--- config.mk ---
export PLATFORM = sky130hd
export DESIGN_NAME = lru_keyed_cache_top
export DESIGN_NICKNAME = d
export VERILOG_FILES = /design/src/lkc_pkg.sv /design/src/lkc_store.sv /design/src/lru_keyed_cache_top.sv
export SDC_FILE = /design/constraint.sdc
export NUM_CORES = 2
export LEC_CHECK = 0
export ABC_AREA = 0
export BUFFER_PORTS_ARGS = -buffer_cell sky130_fd_sc_hd__buf_2
export CAP_MARGIN = 20
export CORE_ASPECT_RATIO = 0.6
export CORE_MARGIN = 2
export CORE_UTILIZATION = 30
export DETAILED_ROUTE_END_ITERATION = 8
export PLACE_DENSITY = 0.46
export SYNTH_ARGS = -nofsm -noshare
export SYNTH_HDL_FRONTEND = slang
export SYNTH_HIERARCHICAL = 1
export SYNTH_SLANG_ARGS = --single-unit
--- constraint.sdc ---
create_clock -name clk -period 34.7 [get_ports clk]
set_input_delay 0 -clock clk [delete_from_list [all_inputs] [get_ports clk]]
set_output_delay 0 -clock clk [all_outputs]
set_load 0.005 [all_outputs]
--- src/lkc_pkg.sv ---
`default_nettype none

package lkc_pkg;

    // Cache geometry.
    localparam int ENTRIES       = 16;
    localparam int TAG_BITS      = 64;
    localparam int VALUE_BITS    = 32;

    // Widths of the item fields.
    localparam int TAG_FIELD_W   = 64;
    localparam int VALUE_FIELD_W = 32;
    localparam int STATUS_W      = 3;
    localparam int CAP_W         = 5;

    // Derived widths.
    localparam int IDX_W         = (ENTRIES > 1) ? $clog2(ENTRIES) : 1;
    localparam int RANK_W        = IDX_W;
    localparam int OCC_W         = $clog2(ENTRIES + 1);
    localparam int CMP_W         = (OCC_W > CAP_W) ? OCC_W : CAP_W;
    localparam int STORE_VALUE_W = (VALUE_BITS < VALUE_FIELD_W) ? VALUE_BITS : VALUE_FIELD_W;

    // Capacity after reset.
    localparam logic [CAP_W-1:0] CAP_RESET = CAP_W'(16);

    // Operation codes.
    localparam logic OP_LOOKUP = 1'b0;
    localparam logic OP_INSERT = 1'b1;

    // Result status codes.
    localparam logic [STATUS_W-1:0] ST_MISS     = 3'd0;
    localparam logic [STATUS_W-1:0] ST_HIT      = 3'd1;
    localparam logic [STATUS_W-1:0] ST_INSERTED = 3'd2;
    localparam logic [STATUS_W-1:0] ST_EVICTED  = 3'd3;
    localparam logic [STATUS_W-1:0] ST_DUP      = 3'd4;

    // Request item.
    typedef struct packed {
        logic                     op;
        logic [TAG_FIELD_W-1:0]   points_tag;
        logic [TAG_FIELD_W-1:0]   field_tag;
        logic [VALUE_FIELD_W-1:0] value_in;
    } lkc_req_t;

    // Response item.
    typedef struct packed {
        logic [STATUS_W-1:0]      status;
        logic [VALUE_FIELD_W-1:0] value_out;
    } lkc_rsp_t;

    // Contents of one cache entry.
    typedef struct packed {
        logic [TAG_BITS-1:0]      points_tag;
        logic [TAG_BITS-1:0]      field_tag;
        logic [STORE_VALUE_W-1:0] value;
    } lkc_entry_t;

    // Write request into the entry store.
    typedef struct packed {
        logic             en;
        logic [IDX_W-1:0] addr;
        lkc_entry_t       data;
    } lkc_wr_t;

endpackage

`default_nettype wire

--- src/lkc_store.sv ---
`default_nettype none

module lkc_store
    import lkc_pkg::*;
(
    input  wire logic             clk,
    input  wire lkc_wr_t          wr,
    input  wire logic [IDX_W-1:0] rd_addr,
    output lkc_entry_t            rd_data
);

    // Tag and value storage; the cache uses the contents only while the slot is valid.
    lkc_entry_t entry_mem [ENTRIES];

    always_ff @(posedge clk)
    begin
        if (wr.en)
        begin
            entry_mem[wr.addr] <= wr.data;
        end
    end

    // The scan reads one slot per cycle; the read data is registered, so the address is presented the cycle before.
    always_ff @(posedge clk)
    begin
        rd_data <= entry_mem[rd_addr];
    end

endmodule

`default_nettype wire

--- src/lru_keyed_cache_top.sv ---
// Sequence: the accepted item is compared against all ENTRIES slots in S_SCAN, then S_UPDATE
// registers the response; S_UPDATE waits while the previous response has not been taken.
// Items are handled one at a time, limited by the single tag comparator that visits
// one slot per cycle. The response register lets the next item enter while a result waits.
// Reset: asynchronous, active low; all slots invalid, occupancy zero, capacity 16.
`default_nettype none

module lru_keyed_cache_top
    import lkc_pkg::*;
(
    input  wire logic             clk,
    input  wire logic             rst_n,
    input  wire logic             cfg_valid,
    output logic                  cfg_ready,
    input  wire logic [CAP_W-1:0] cfg_data,
    input  wire logic             req_valid,
    output logic                  req_ready,
    input  wire lkc_req_t         req,
    output logic                  rsp_valid,
    input  wire logic             rsp_ready,
    output lkc_rsp_t              rsp
);

    localparam logic [1:0] S_IDLE   = 2'd0;
    localparam logic [1:0] S_SCAN   = 2'd1;
    localparam logic [1:0] S_UPDATE = 2'd2;

    logic [1:0]               state_reg, state_next;
    logic [IDX_W-1:0]         idx_reg;
    lkc_req_t                 item_reg;
    logic                     hit_found_reg;
    logic [IDX_W-1:0]         hit_idx_reg;
    logic [RANK_W-1:0]        hit_rank_reg;
    logic [STORE_VALUE_W-1:0] hit_value_reg;
    logic                     free_found_reg;
    logic [IDX_W-1:0]         free_idx_reg;
    logic [IDX_W-1:0]         oldest_idx_reg;
    logic [ENTRIES-1:0]       valid_reg, valid_next;
    logic [RANK_W-1:0]        rank_reg [ENTRIES];
    logic [RANK_W-1:0]        rank_next [ENTRIES];
    logic [OCC_W-1:0]         occ_reg, occ_next;
    logic [CAP_W-1:0]         capacity_reg;
    lkc_rsp_t                 rsp_reg, rsp_next;
    logic                     rsp_valid_reg;

    lkc_wr_t                  wr;
    lkc_entry_t               rd_data;
    logic [IDX_W-1:0]         scan_addr;
    logic                     slot_valid;
    logic                     slot_match;
    logic                     slot_oldest;
    logic                     out_free;
    logic [CMP_W-1:0]         cap_eff;
    logic                     evict;
    logic                     insert;
    logic [IDX_W-1:0]         ins_idx;

    lkc_store u_store (
        .clk     (clk),
        .wr      (wr),
        .rd_addr (scan_addr),
        .rd_data (rd_data)
    );

    // Handshakes.
    assign cfg_ready = 1'b1;
    assign req_ready = (state_reg == S_IDLE);
    assign rsp_valid = rsp_valid_reg;
    assign rsp       = rsp_reg;
    assign out_free  = !rsp_valid_reg || rsp_ready;

    // Read address runs one slot ahead of the scan index, so the registered
    // store output lines up with idx_reg.
    always_comb
    begin
        scan_addr = idx_reg;
        if (state_reg == S_IDLE)
        begin
            scan_addr = '0;
        end
        else if ((state_reg == S_SCAN) && (idx_reg != IDX_W'(ENTRIES - 1)))
        begin
            scan_addr = IDX_W'(idx_reg + 1'b1);
        end
    end

    // Comparator for the slot under the scan index.
    assign slot_valid  = valid_reg[idx_reg];
    assign slot_match  = slot_valid
                         && (rd_data.points_tag == item_reg.points_tag[TAG_BITS-1:0])
                         && (rd_data.field_tag == item_reg.field_tag[TAG_BITS-1:0]);
    assign slot_oldest = slot_valid && (rank_reg[idx_reg] == RANK_W'(occ_reg - 1'b1));

    // Effective capacity, clipped to the number of slots.
    assign cap_eff = (CMP_W'(capacity_reg) > CMP_W'(ENTRIES)) ? CMP_W'(ENTRIES)
                                                              : CMP_W'(capacity_reg);

    // Sequencer.
    always_comb
    begin
        state_next = state_reg;
        unique case (state_reg)
            S_IDLE:
            begin
                if (req_valid)
                begin
                    state_next = S_SCAN;
                end
            end
            S_SCAN:
            begin
                if (idx_reg == IDX_W'(ENTRIES - 1))
                begin
                    state_next = S_UPDATE;
                end
            end
            S_UPDATE:
            begin
                if (out_free)
                begin
                    state_next = S_IDLE;
                end
            end
            default:
            begin
                state_next = S_IDLE;
            end
        endcase
    end

    // Update of ranks, valid bits, occupancy and the response once the scan is done.
    always_comb
    begin
        valid_next = valid_reg;
        rank_next  = rank_reg;
        occ_next   = occ_reg;
        rsp_next   = '{status: ST_MISS, value_out: '0};
        evict      = 1'b0;
        insert     = 1'b0;
        ins_idx    = free_idx_reg;
        if (item_reg.op == OP_LOOKUP)
        begin
            if (hit_found_reg)
            begin
                for (int i = 0; i < ENTRIES; i++)
                begin
                    if (valid_reg[i] && (rank_reg[i] < hit_rank_reg))
                    begin
                        rank_next[i] = RANK_W'(rank_reg[i] + 1'b1);
                    end
                end
                rank_next[hit_idx_reg] = '0;
                rsp_next.status    = ST_HIT;
                rsp_next.value_out = VALUE_FIELD_W'(hit_value_reg);
            end
        end
        else if (hit_found_reg)
        begin
            rsp_next.status = ST_DUP;
        end
        else
        begin
            rsp_next.status = ST_INSERTED;
            insert = (cap_eff != '0);
            if (CMP_W'(occ_reg) >= cap_eff)
            begin
                rsp_next.status = ST_EVICTED;
                evict = (occ_reg != '0);
            end
            if (evict)
            begin
                valid_next[oldest_idx_reg] = 1'b0;
                if (!free_found_reg || (oldest_idx_reg < free_idx_reg))
                begin
                    ins_idx = oldest_idx_reg;
                end
            end
            if (insert)
            begin
                for (int i = 0; i < ENTRIES; i++)
                begin
                    if (valid_next[i])
                    begin
                        rank_next[i] = RANK_W'(rank_reg[i] + 1'b1);
                    end
                end
                valid_next[ins_idx] = 1'b1;
                rank_next[ins_idx]  = '0;
            end
            occ_next = OCC_W'(occ_reg - OCC_W'(evict) + OCC_W'(insert));
        end
    end

    // Store write for a new entry.
    always_comb
    begin
        wr.en              = (state_reg == S_UPDATE) && out_free && insert;
        wr.addr            = ins_idx;
        wr.data.points_tag = item_reg.points_tag[TAG_BITS-1:0];
        wr.data.field_tag  = item_reg.field_tag[TAG_BITS-1:0];
        wr.data.value      = item_reg.value_in[STORE_VALUE_W-1:0];
    end

    // Control state.
    always_ff @(posedge clk or negedge rst_n)
    begin
        if (!rst_n)
        begin
            state_reg     <= S_IDLE;
            valid_reg     <= '0;
            occ_reg       <= '0;
            capacity_reg  <= CAP_RESET;
            rsp_valid_reg <= 1'b0;
            for (int i = 0; i < ENTRIES; i++)
            begin
                rank_reg[i] <= '0;
            end
        end
        else
        begin
            state_reg <= state_next;
            if (cfg_valid && cfg_ready)
            begin
                capacity_reg <= cfg_data;
            end
            if ((state_reg == S_UPDATE) && out_free)
            begin
                valid_reg     <= valid_next;
                rank_reg      <= rank_next;
                occ_reg       <= occ_next;
                rsp_valid_reg <= 1'b1;
            end
            else if (rsp_valid_reg && rsp_ready)
            begin
                rsp_valid_reg <= 1'b0;
            end
        end
    end

    // Item capture and scan bookkeeping.
    always_ff @(posedge clk)
    begin
        if ((state_reg == S_IDLE) && req_valid)
        begin
            item_reg       <= req;
            idx_reg        <= '0;
            hit_found_reg  <= 1'b0;
            free_found_reg <= 1'b0;
        end
        else if (state_reg == S_SCAN)
        begin
            if (slot_match && !hit_found_reg)
            begin
                hit_found_reg <= 1'b1;
                hit_idx_reg   <= idx_reg;
                hit_rank_reg  <= rank_reg[idx_reg];
                hit_value_reg <= rd_data.value;
            end
            if (!slot_valid && !free_found_reg)
            begin
                free_found_reg <= 1'b1;
                free_idx_reg   <= idx_reg;
            end
            if (slot_oldest)
            begin
                oldest_idx_reg <= idx_reg;
            end
            if (idx_reg != IDX_W'(ENTRIES - 1))
            begin
                idx_reg <= IDX_W'(idx_reg + 1'b1);
            end
        end
        if ((state_reg == S_UPDATE) && out_free)
        begin
            rsp_reg <= rsp_next;
        end
    end

endmodule

`default_nettype wire
## Word level (Yosys, flattened, before mapping)

Memories as Yosys holds them, arrays and structs flattened. A register that Yosys moved wholly into a read port is not among the register bits.
Index checks and enable logic that the tools add are counted.

- Register bits after elaboration: 343
- Bits in writable memories: 2560
- Input port bits: 171
- Word-level logic and storage cells: 319
- Memories: 1

- Add/subtract/negate cells: 20
- Magnitude comparators: 29
- Eq/ne operators: 11
- Multiplexer cells: 159
- Bitwise gates (word level): 12
- Reductions and logical operators: 52

Memories:

| name | depth | width | rd ports | clocked after Yosys merged registers in | wr ports | RTL line | source |
|---|---|---|---|---|---|---|---|
| u_store.entry_mem | 16 | 160 | 1 | 1 | 1 | lkc_store.sv:13 | `lkc_entry_t entry_mem [ENTRIES];` |

Operators by type and width:

| cell | number |
|---|---|
| 2-to-1 mux 4 bit | 124 |
| 2-to-1 mux 64 bit | 4 |
| bitwise AND 64 bit | 2 |
| equality test 64 bit | 2 |
| inverter 64 bit | 2 |
| adder 4 x 1 -> 4 bit (second input constant) | 17 |
| < comparator 4 bit | 17 |
| 2-to-1 mux 16 bit | 4 |
| 2-to-1 mux 33 bit | 1 |
| demux 4 bit (select 4 bit) | 2 |
| logical AND 1 bit | 30 |
| bitwise AND 16 bit | 1 |
| binary-select mux 4 bit (select 4 bit) | 1 |
| inverter 16 bit | 1 |
| bitwise OR 16 bit | 1 |
| greater-or-equal comparator 5 bit (second input constant) | 3 |
| < comparator 4 x 5 -> 1 bit (second input constant) | 3 |
| inverter 4 -> 5 bit | 3 |
| AND reduction 3 bit | 5 |
| 2-to-1 mux 1 bit | 13 |
| < comparator 5 x 1 -> 1 bit (second input constant) | 2 |
| nonzero test 5 bit | 2 |
| demux 1 bit (select 4 bit) | 2 |
| greater-or-equal comparator 4 x 1 -> 1 bit (second input constant) | 2 |
| 24 further kinds | 39 |

## Longest topological paths before layout

- Depth in word-level cells: 19
- Depth in mapped cells: 18
- Mapped depth without buffers: 16

## By module

Netlist, hierarchy kept.

Modules (own cells, without submodules):

| module | times used | cells each | area each (um^2) | seq. area each (um^2) |
|---|---|---|---|---|
| lkc_store | 1 | 4191 | 99300.2 | 80076.8 |
| lru_keyed_cache_top | 1 | 1542 | 18098.6 | 9775.6 |

## Worst setup path after synthesis

OpenSTA, ideal clock, no wires.

- Kind: reg2reg
- Start: register free_idx_reg[1]
- End: memory u_store/entry_mem[0][0] (netlist bit) (enable)
- Library setup time: 876 ps
- Arrival: 13505 ps
- Required time: 33824 ps
- Path slack: 20319 ps
- Stages on the path, launching flop included: 11
- Path buffers: 1
- Period minus slack after synthesis: 14381 ps
- Cells stage by stage: edfxtp_1 clkbuf_1 inv_1 ha_1 a2111o_1 nand2_1 nand2_1 nor2_1 mux2_2 or3b_2 nor3_1

- Cells in the longest elaborated chain, start to end: 8

RTL lines:

| item | RTL line | source |
|---|---|---|
| start, declared | lru_keyed_cache_top.sv:36 | `logic [IDX_W-1:0] free_idx_reg;` |
| start signal, assigned | lru_keyed_cache_top.sv:262 | `free_idx_reg <= idx_reg;` |
| < comparator 4 bit | lru_keyed_cache_top.sv:173 | `if (!free_found_reg \|\| (oldest_idx_reg < free_idx_reg))` |
| logical OR 1 bit | lru_keyed_cache_top.sv:173 |  |
| 2-to-1 mux 4 bit | lru_keyed_cache_top.sv:173 |  |
| 2-to-1 mux 4 bit | lru_keyed_cache_top.sv:170 | `if (evict)` |
| 2-to-1 mux 4 bit | lru_keyed_cache_top.sv:157 | `else if (hit_found_reg)` |
| 2-to-1 mux 4 bit | lru_keyed_cache_top.sv:141 | `if (item_reg.op == OP_LOOKUP)` |
| 2-to-1 mux 4 bit | lru_keyed_cache_top.sv:157 |  |
| 2-to-1 mux 4 bit | lru_keyed_cache_top.sv:141 |  |
| net ins_idx[2] | lru_keyed_cache_top.sv:56 | `logic [IDX_W-1:0] ins_idx;` |
| end, declared | lkc_store.sv:13 |  |

The timed path passes the listed nets, and every way through them passes these cells. The select of a mux whose other input is x is not followed.

## Final worst setup path

- Start: register capacity_reg[4]
- End: memory u_store/entry_mem[1][100] (netlist bit) (enable)

- Cells in the longest elaborated chain, start to end: 11
- Elaborated cells between the ends (all ways): 17

RTL lines:

| item | RTL line | source |
|---|---|---|
| start, declared | lru_keyed_cache_top.sv:42 | `logic [CAP_W-1:0] capacity_reg;` |
| start signal, assigned | lru_keyed_cache_top.sv:224 | `capacity_reg <= cfg_data;` |
| greater-than comparator 5 bit | lru_keyed_cache_top.sv:95 | `assign cap_eff = (CMP_W'(capacity_reg) > CMP_W'(ENTRIES)) ? CMP_W'(ENTRIES)` |
| 2-to-1 mux 5 bit * | lru_keyed_cache_top.sv:95 |  |
| greater-or-equal comparator 5 bit * | lru_keyed_cache_top.sv:165 | `if (CMP_W'(occ_reg) >= cap_eff)` |
| 2-to-1 mux 1 bit * | lru_keyed_cache_top.sv:165 |  |
| 2-to-1 mux 1 bit * | lru_keyed_cache_top.sv:157 |  |
| 2-to-1 mux 1 bit * | lru_keyed_cache_top.sv:141 |  |
| 2-to-1 mux 4 bit * | lru_keyed_cache_top.sv:170 |  |
| 2-to-1 mux 4 bit * | lru_keyed_cache_top.sv:157 |  |
| 2-to-1 mux 4 bit * | lru_keyed_cache_top.sv:141 |  |
| 2-to-1 mux 4 bit * | lru_keyed_cache_top.sv:157 |  |
| 2-to-1 mux 4 bit * | lru_keyed_cache_top.sv:141 |  |
| net ins_idx[2] | lru_keyed_cache_top.sv:56 |  |

Mark *: on every way through the listed nets, which the timed path passes. The rest lies on a longest branch. The select of a mux whose other input is x is not followed.

==> results.py <==
metrics = {
    "grt": {
        "grt_antenna_before_repair": 24,
        "overflow": 0,
        "grt_use_total_pct": 16.5,
        "grt_pass1_vias": 60500,
        "grt_start_max_net_pins": 111,
        "grt_pass1_wl_um": 471000,
    },
    "power_and_ir_drop": {
        "seqPwrFrac_pct": 38.3,
        "combPwrFrac_pct": 33.7,
        "switching_share_pct": 32.7,
        "p_sw_mw": 3.83,
        "clockPowerShare_pct": 28.0,
        "internal_power_mw": 7.87,
        "powerDensity_nw_per_um2": 84.7,
        "leakagePower_nw": 44.1,
        "irDropWorstVdd_mv": 0.127,
    },
    "synth": {
        "synth_top_flop_cell": "edfxtp_1",
        "syn-num-nets": 5988,
        "synth_cell_types": 66,
        "synthXorXnorAreaFrac_pct": 1.12,
        "syn_inst": 5733,
        "syn-cell-area_um2": 117000,
        "yosysWarnings": 6,
        "synth_edf_count": 2804,
        "synth_area_per_cell_um2": 20.5,
        "postSynth.asyncResetShare_pct": 3.04,
        "synth-simple-area-share_pct": 2.72,
        "ys_ff_latch": 3063,
        "synthAdderAreaFrac_pct": 0.902,
        "synth_top_family_by_area": "multiplexers",
        "yosysSeqAreaShare_pct": 76.5,
        "synth_compound_area_share_pct": 3.95,
        "synthMuxAreaShare_pct": 13.4,
    },
    "routing": {
        "drt-initial-drc-count": 6496,
        "drtAntennaViolNets": 0,
        "drt_first_pass_iters": 5,
        "wl_per_cell_um": 28.2,
        "viasPerCell": 5.05,
        "num_vias": 60000,
        "routed_wl_um": 335000,
        "drc": 0,
    },
    "worst_setup_path": {
        "slowest_delay_ps": 850,
        "path_buf_inv": 6,
        "crit_top_cell": "buf_4",
        "r2r_slack_ps": 27310,
        "cp_data_required_time_ps": 35200,
        "path_max_fanout": 71,
        "worst-endpoint-arrival_ps": 7890,
        "cp-end-kind": "register",
        "crit_chain": "inv_1 -> ha_1 -> and2_1 -> o21a_1 -> a21oi_4 -> buf_4 -> inv_2 -> nand2_1 -> nor2_1 -> mux2_2 -> or3b_2 -> nor2_4 -> buf_12 -> buf_4 -> buf_4",
        "critPathTopFamily": "buffers and inverters",
        "start_kind": "register",
        "worst-setup-path-type": "register to register",
        "worst_path_max_delay_cell": "nor2_4",
    },
    "timing": {
        "finalSetupTns_ps": 0,
        "post-route-worst-setup-slack_ps": 27310,
        "fin_crit_sh_pct": 21.3,
        "relSlewSlack_pct": 17.6,
        "worst_pin_slew_ps": 1230,
        "hold_viol": 0,
        "finalSetupViolCount": 0,
        "finalMaxSlewViolations": 0,
        "fin_crit_ps": 7390,
        "rsz0062_at_grt": "no",
        "clock.fmax_mhz": 135,
        "clock_skew_ps": 78.6,
    },
    "clocking": {
        "clk_latency_ps": 910,
        "cts_buffers": 295,
        "path_clk_slew_ps": 60,
        "cts.htree.levels": 5,
        "numClockSinks": 3063,
        "cts-root-buf": "clkbuf_16",
        "cts_tree": "yes",
        "cts_setup_buffers": 0,
        "cts.path.max_buffers": 4,
    },
    "floorplan": {
        "start_util_pct": 30.2,
        "dieArea_um2": 397000,
        "num_io_pins": 209,
        "row_count": 177,
        "die-width_um": 812,
        "core_um2": 389000,
        "die-height_um": 489,
    },
    "cells_and_area": {
        "nNetsFinal": 6706,
        "fin_area_um2": 138000,
        "drive_above_1_share_pct": 23.0,
        "syn2layout_area_growth_pct": 17.7,
        "largest_reg_flops": 2560,
        "fillCellCount": 36000,
        "fin_util_pct": 35.5,
    },
    "placed_design": {
        "placed_area_um2": 125000,
        "pre_cts_ws_ps": 27290,
        "portBuffers": 207,
        "hpwl_um": 184000,
        "globalplace.congestion": 0.821,
    },
    "worst_hold_path": {
        "hp-class": "primary input to register",
    },
    "run": {
        "cap_violations": 0,
    },
    "status": {
        "status": "finished clean",
    },
}
==> logic make-up (layout without fill, tap and decap cells) <==
family | after synthesis | after routing
buffers and inverters | 354 | 1302
AO/OA/AOI/OAI | 666 | 666
adder cells (fa/ha/maj) | 84 | 84
multiplexers | 792 | 792
flip-flops | 3063 | 3063
XOR/XNOR | 150 | 150
other | 1 | 7
AND/OR/NAND/NOR | 623 | 623
==> path summary, 6_finish.rpt <==
| path | startpoint | endpoint | depth (start not counted) |
|---|---|---|---|
| max | capacity_reg[4] | u_store/entry_mem[1][100] | 15 |
| min | req_valid | idx_reg[2] | 5 |
| max reg2reg | capacity_reg[4] | u_store/entry_mem[1][100] | 15 |
| min reg2reg | u_store/rd_data[6] | hit_value_reg[6] | 0 |
| max in group asynchronous | rst_n | rank_reg[40] | 4 |
| min in group asynchronous | rst_n | capacity_reg[4] | 3 |
==> synthesized netlist by cell type (31+ instances only) <==
cell type / instances / area share [%]
inv_1: 72 / 0.23
ha_1: 83 / 0.88
dfrtp_1: 92 / 2.0
o22ai_1: 32 / 0.17
clkbuf_1: 130 / 0.42
nand3b_1: 43 / 0.27
nand2b_1: 46 / 0.25
buf_2: 106 / 0.45
and2_1: 50 / 0.27
o21ai_0: 60 / 0.26
xor2_1: 108 / 0.81
mux2i_1: 86 / 0.73
a21oi_1: 37 / 0.16
nand2_1: 209 / 0.67
nor2_1: 71 / 0.23
dfxtp_1: 166 / 2.8
mux4_2: 612 / 12
mux2_2: 92 / 0.88
edfxtp_1: 2804 / 72
xnor2_1: 42 / 0.31
nor3_1: 31 / 0.13
nand3_1: 41 / 0.17
nor2b_1: 52 / 0.28
o21ai_1: 66 / 0.28
a211oi_1: 33 / 0.21
a22oi_1: 268 / 1.7
==> power groups by stage <==
stage	registers, mW	clock network, mW	logic [mW]
final	4.49	3.27	3.94
after global routing	4.51	3.50	4.22
after CTS	4.49	3.37	4.01
after detailed placement	4.57	0	3.97
after global placement	4.56	0	3.97
after floorplan	4.49	0	2.79
==> per-stage QoR <==
stage	cells	total power [mW]	hold slack (ps)
after floorplan	5733	7.28	-296
after CTS	11900	11.9	104
after global routing	11900	12.2	165
final	11900	11.7	155
after global placement	11000	8.53	32.5
after detailed placement	11000	8.53	29.8
==> what timing repair did <==
| item | in CTS | in global routing |
|---|---|---|
| gates resized for setup | 0 | 0 |
| hold buffers | 340 | 0 |
| hold endpoints to repair | 307 | 0 |
==> worst register-to-register path: cells and delay by family (launching register included) <==
| kind | cells | cell delay [ps] |
|---|---|---|
| flip-flops | 1 | 540 |
| AND/OR/NAND/NOR | 5 | 2530 |
| adder cells (fa/ha/maj) | 1 | 310 |
| buffers and inverters | 6 | 2880 |
| multiplexers | 1 | 370 |
| AO/OA/AOI/OAI | 2 | 330 |
==> area by class of cell <==
type                    instances  area (µm²)  share of cell area [%]
flip-flops and latches       3063       89900                    65.0
multi-input cells            2316       26200                    19.0
clock buffers                 396        8110                    5.87
well taps                    5191        6490                    4.70
repair buffers                701        5760                    4.17
clock inverters               131        1440                    1.04
inverters                      74         285                   0.206
diodes                          6        15.0                  0.0109
==> routing by layer <==
| metal | global-route usage [%] | share of wire (%) | wire length, µm |
|---|---|---|---|
| met1 | 25.3 | 48 | 161000 |
| met2 | 24.4 | 43 | 145000 |
| met3 | 3.37 | 6.5 | 21800 |
| met4 | 3.34 | 1.9 | 6280 |
| met5 | 0 | 0.011 | 38 |
==> placed cells by master, fill, tap and decap left out, types with 60 or more instances in the layout <==
master	synthesis	layout
dfxtp_1	166	166
buf_2	106	206
dfrtp_1	92	92
clkbuf_16	0	300
dlygate4sd3_1	0	339
ha_1	83	83
mux2_2	92	92
mux2i_1	86	86
o21ai_0	60	60
nand2_1	209	209
inv_1	72	71
mux4_2	612	612
a22oi_1	268	268
buf_4	29	142
xor2_1	108	107
edfxtp_1	2804	2804
o21ai_1	66	65
clkbuf_1	130	72
(Power assumes the default switching activity.)
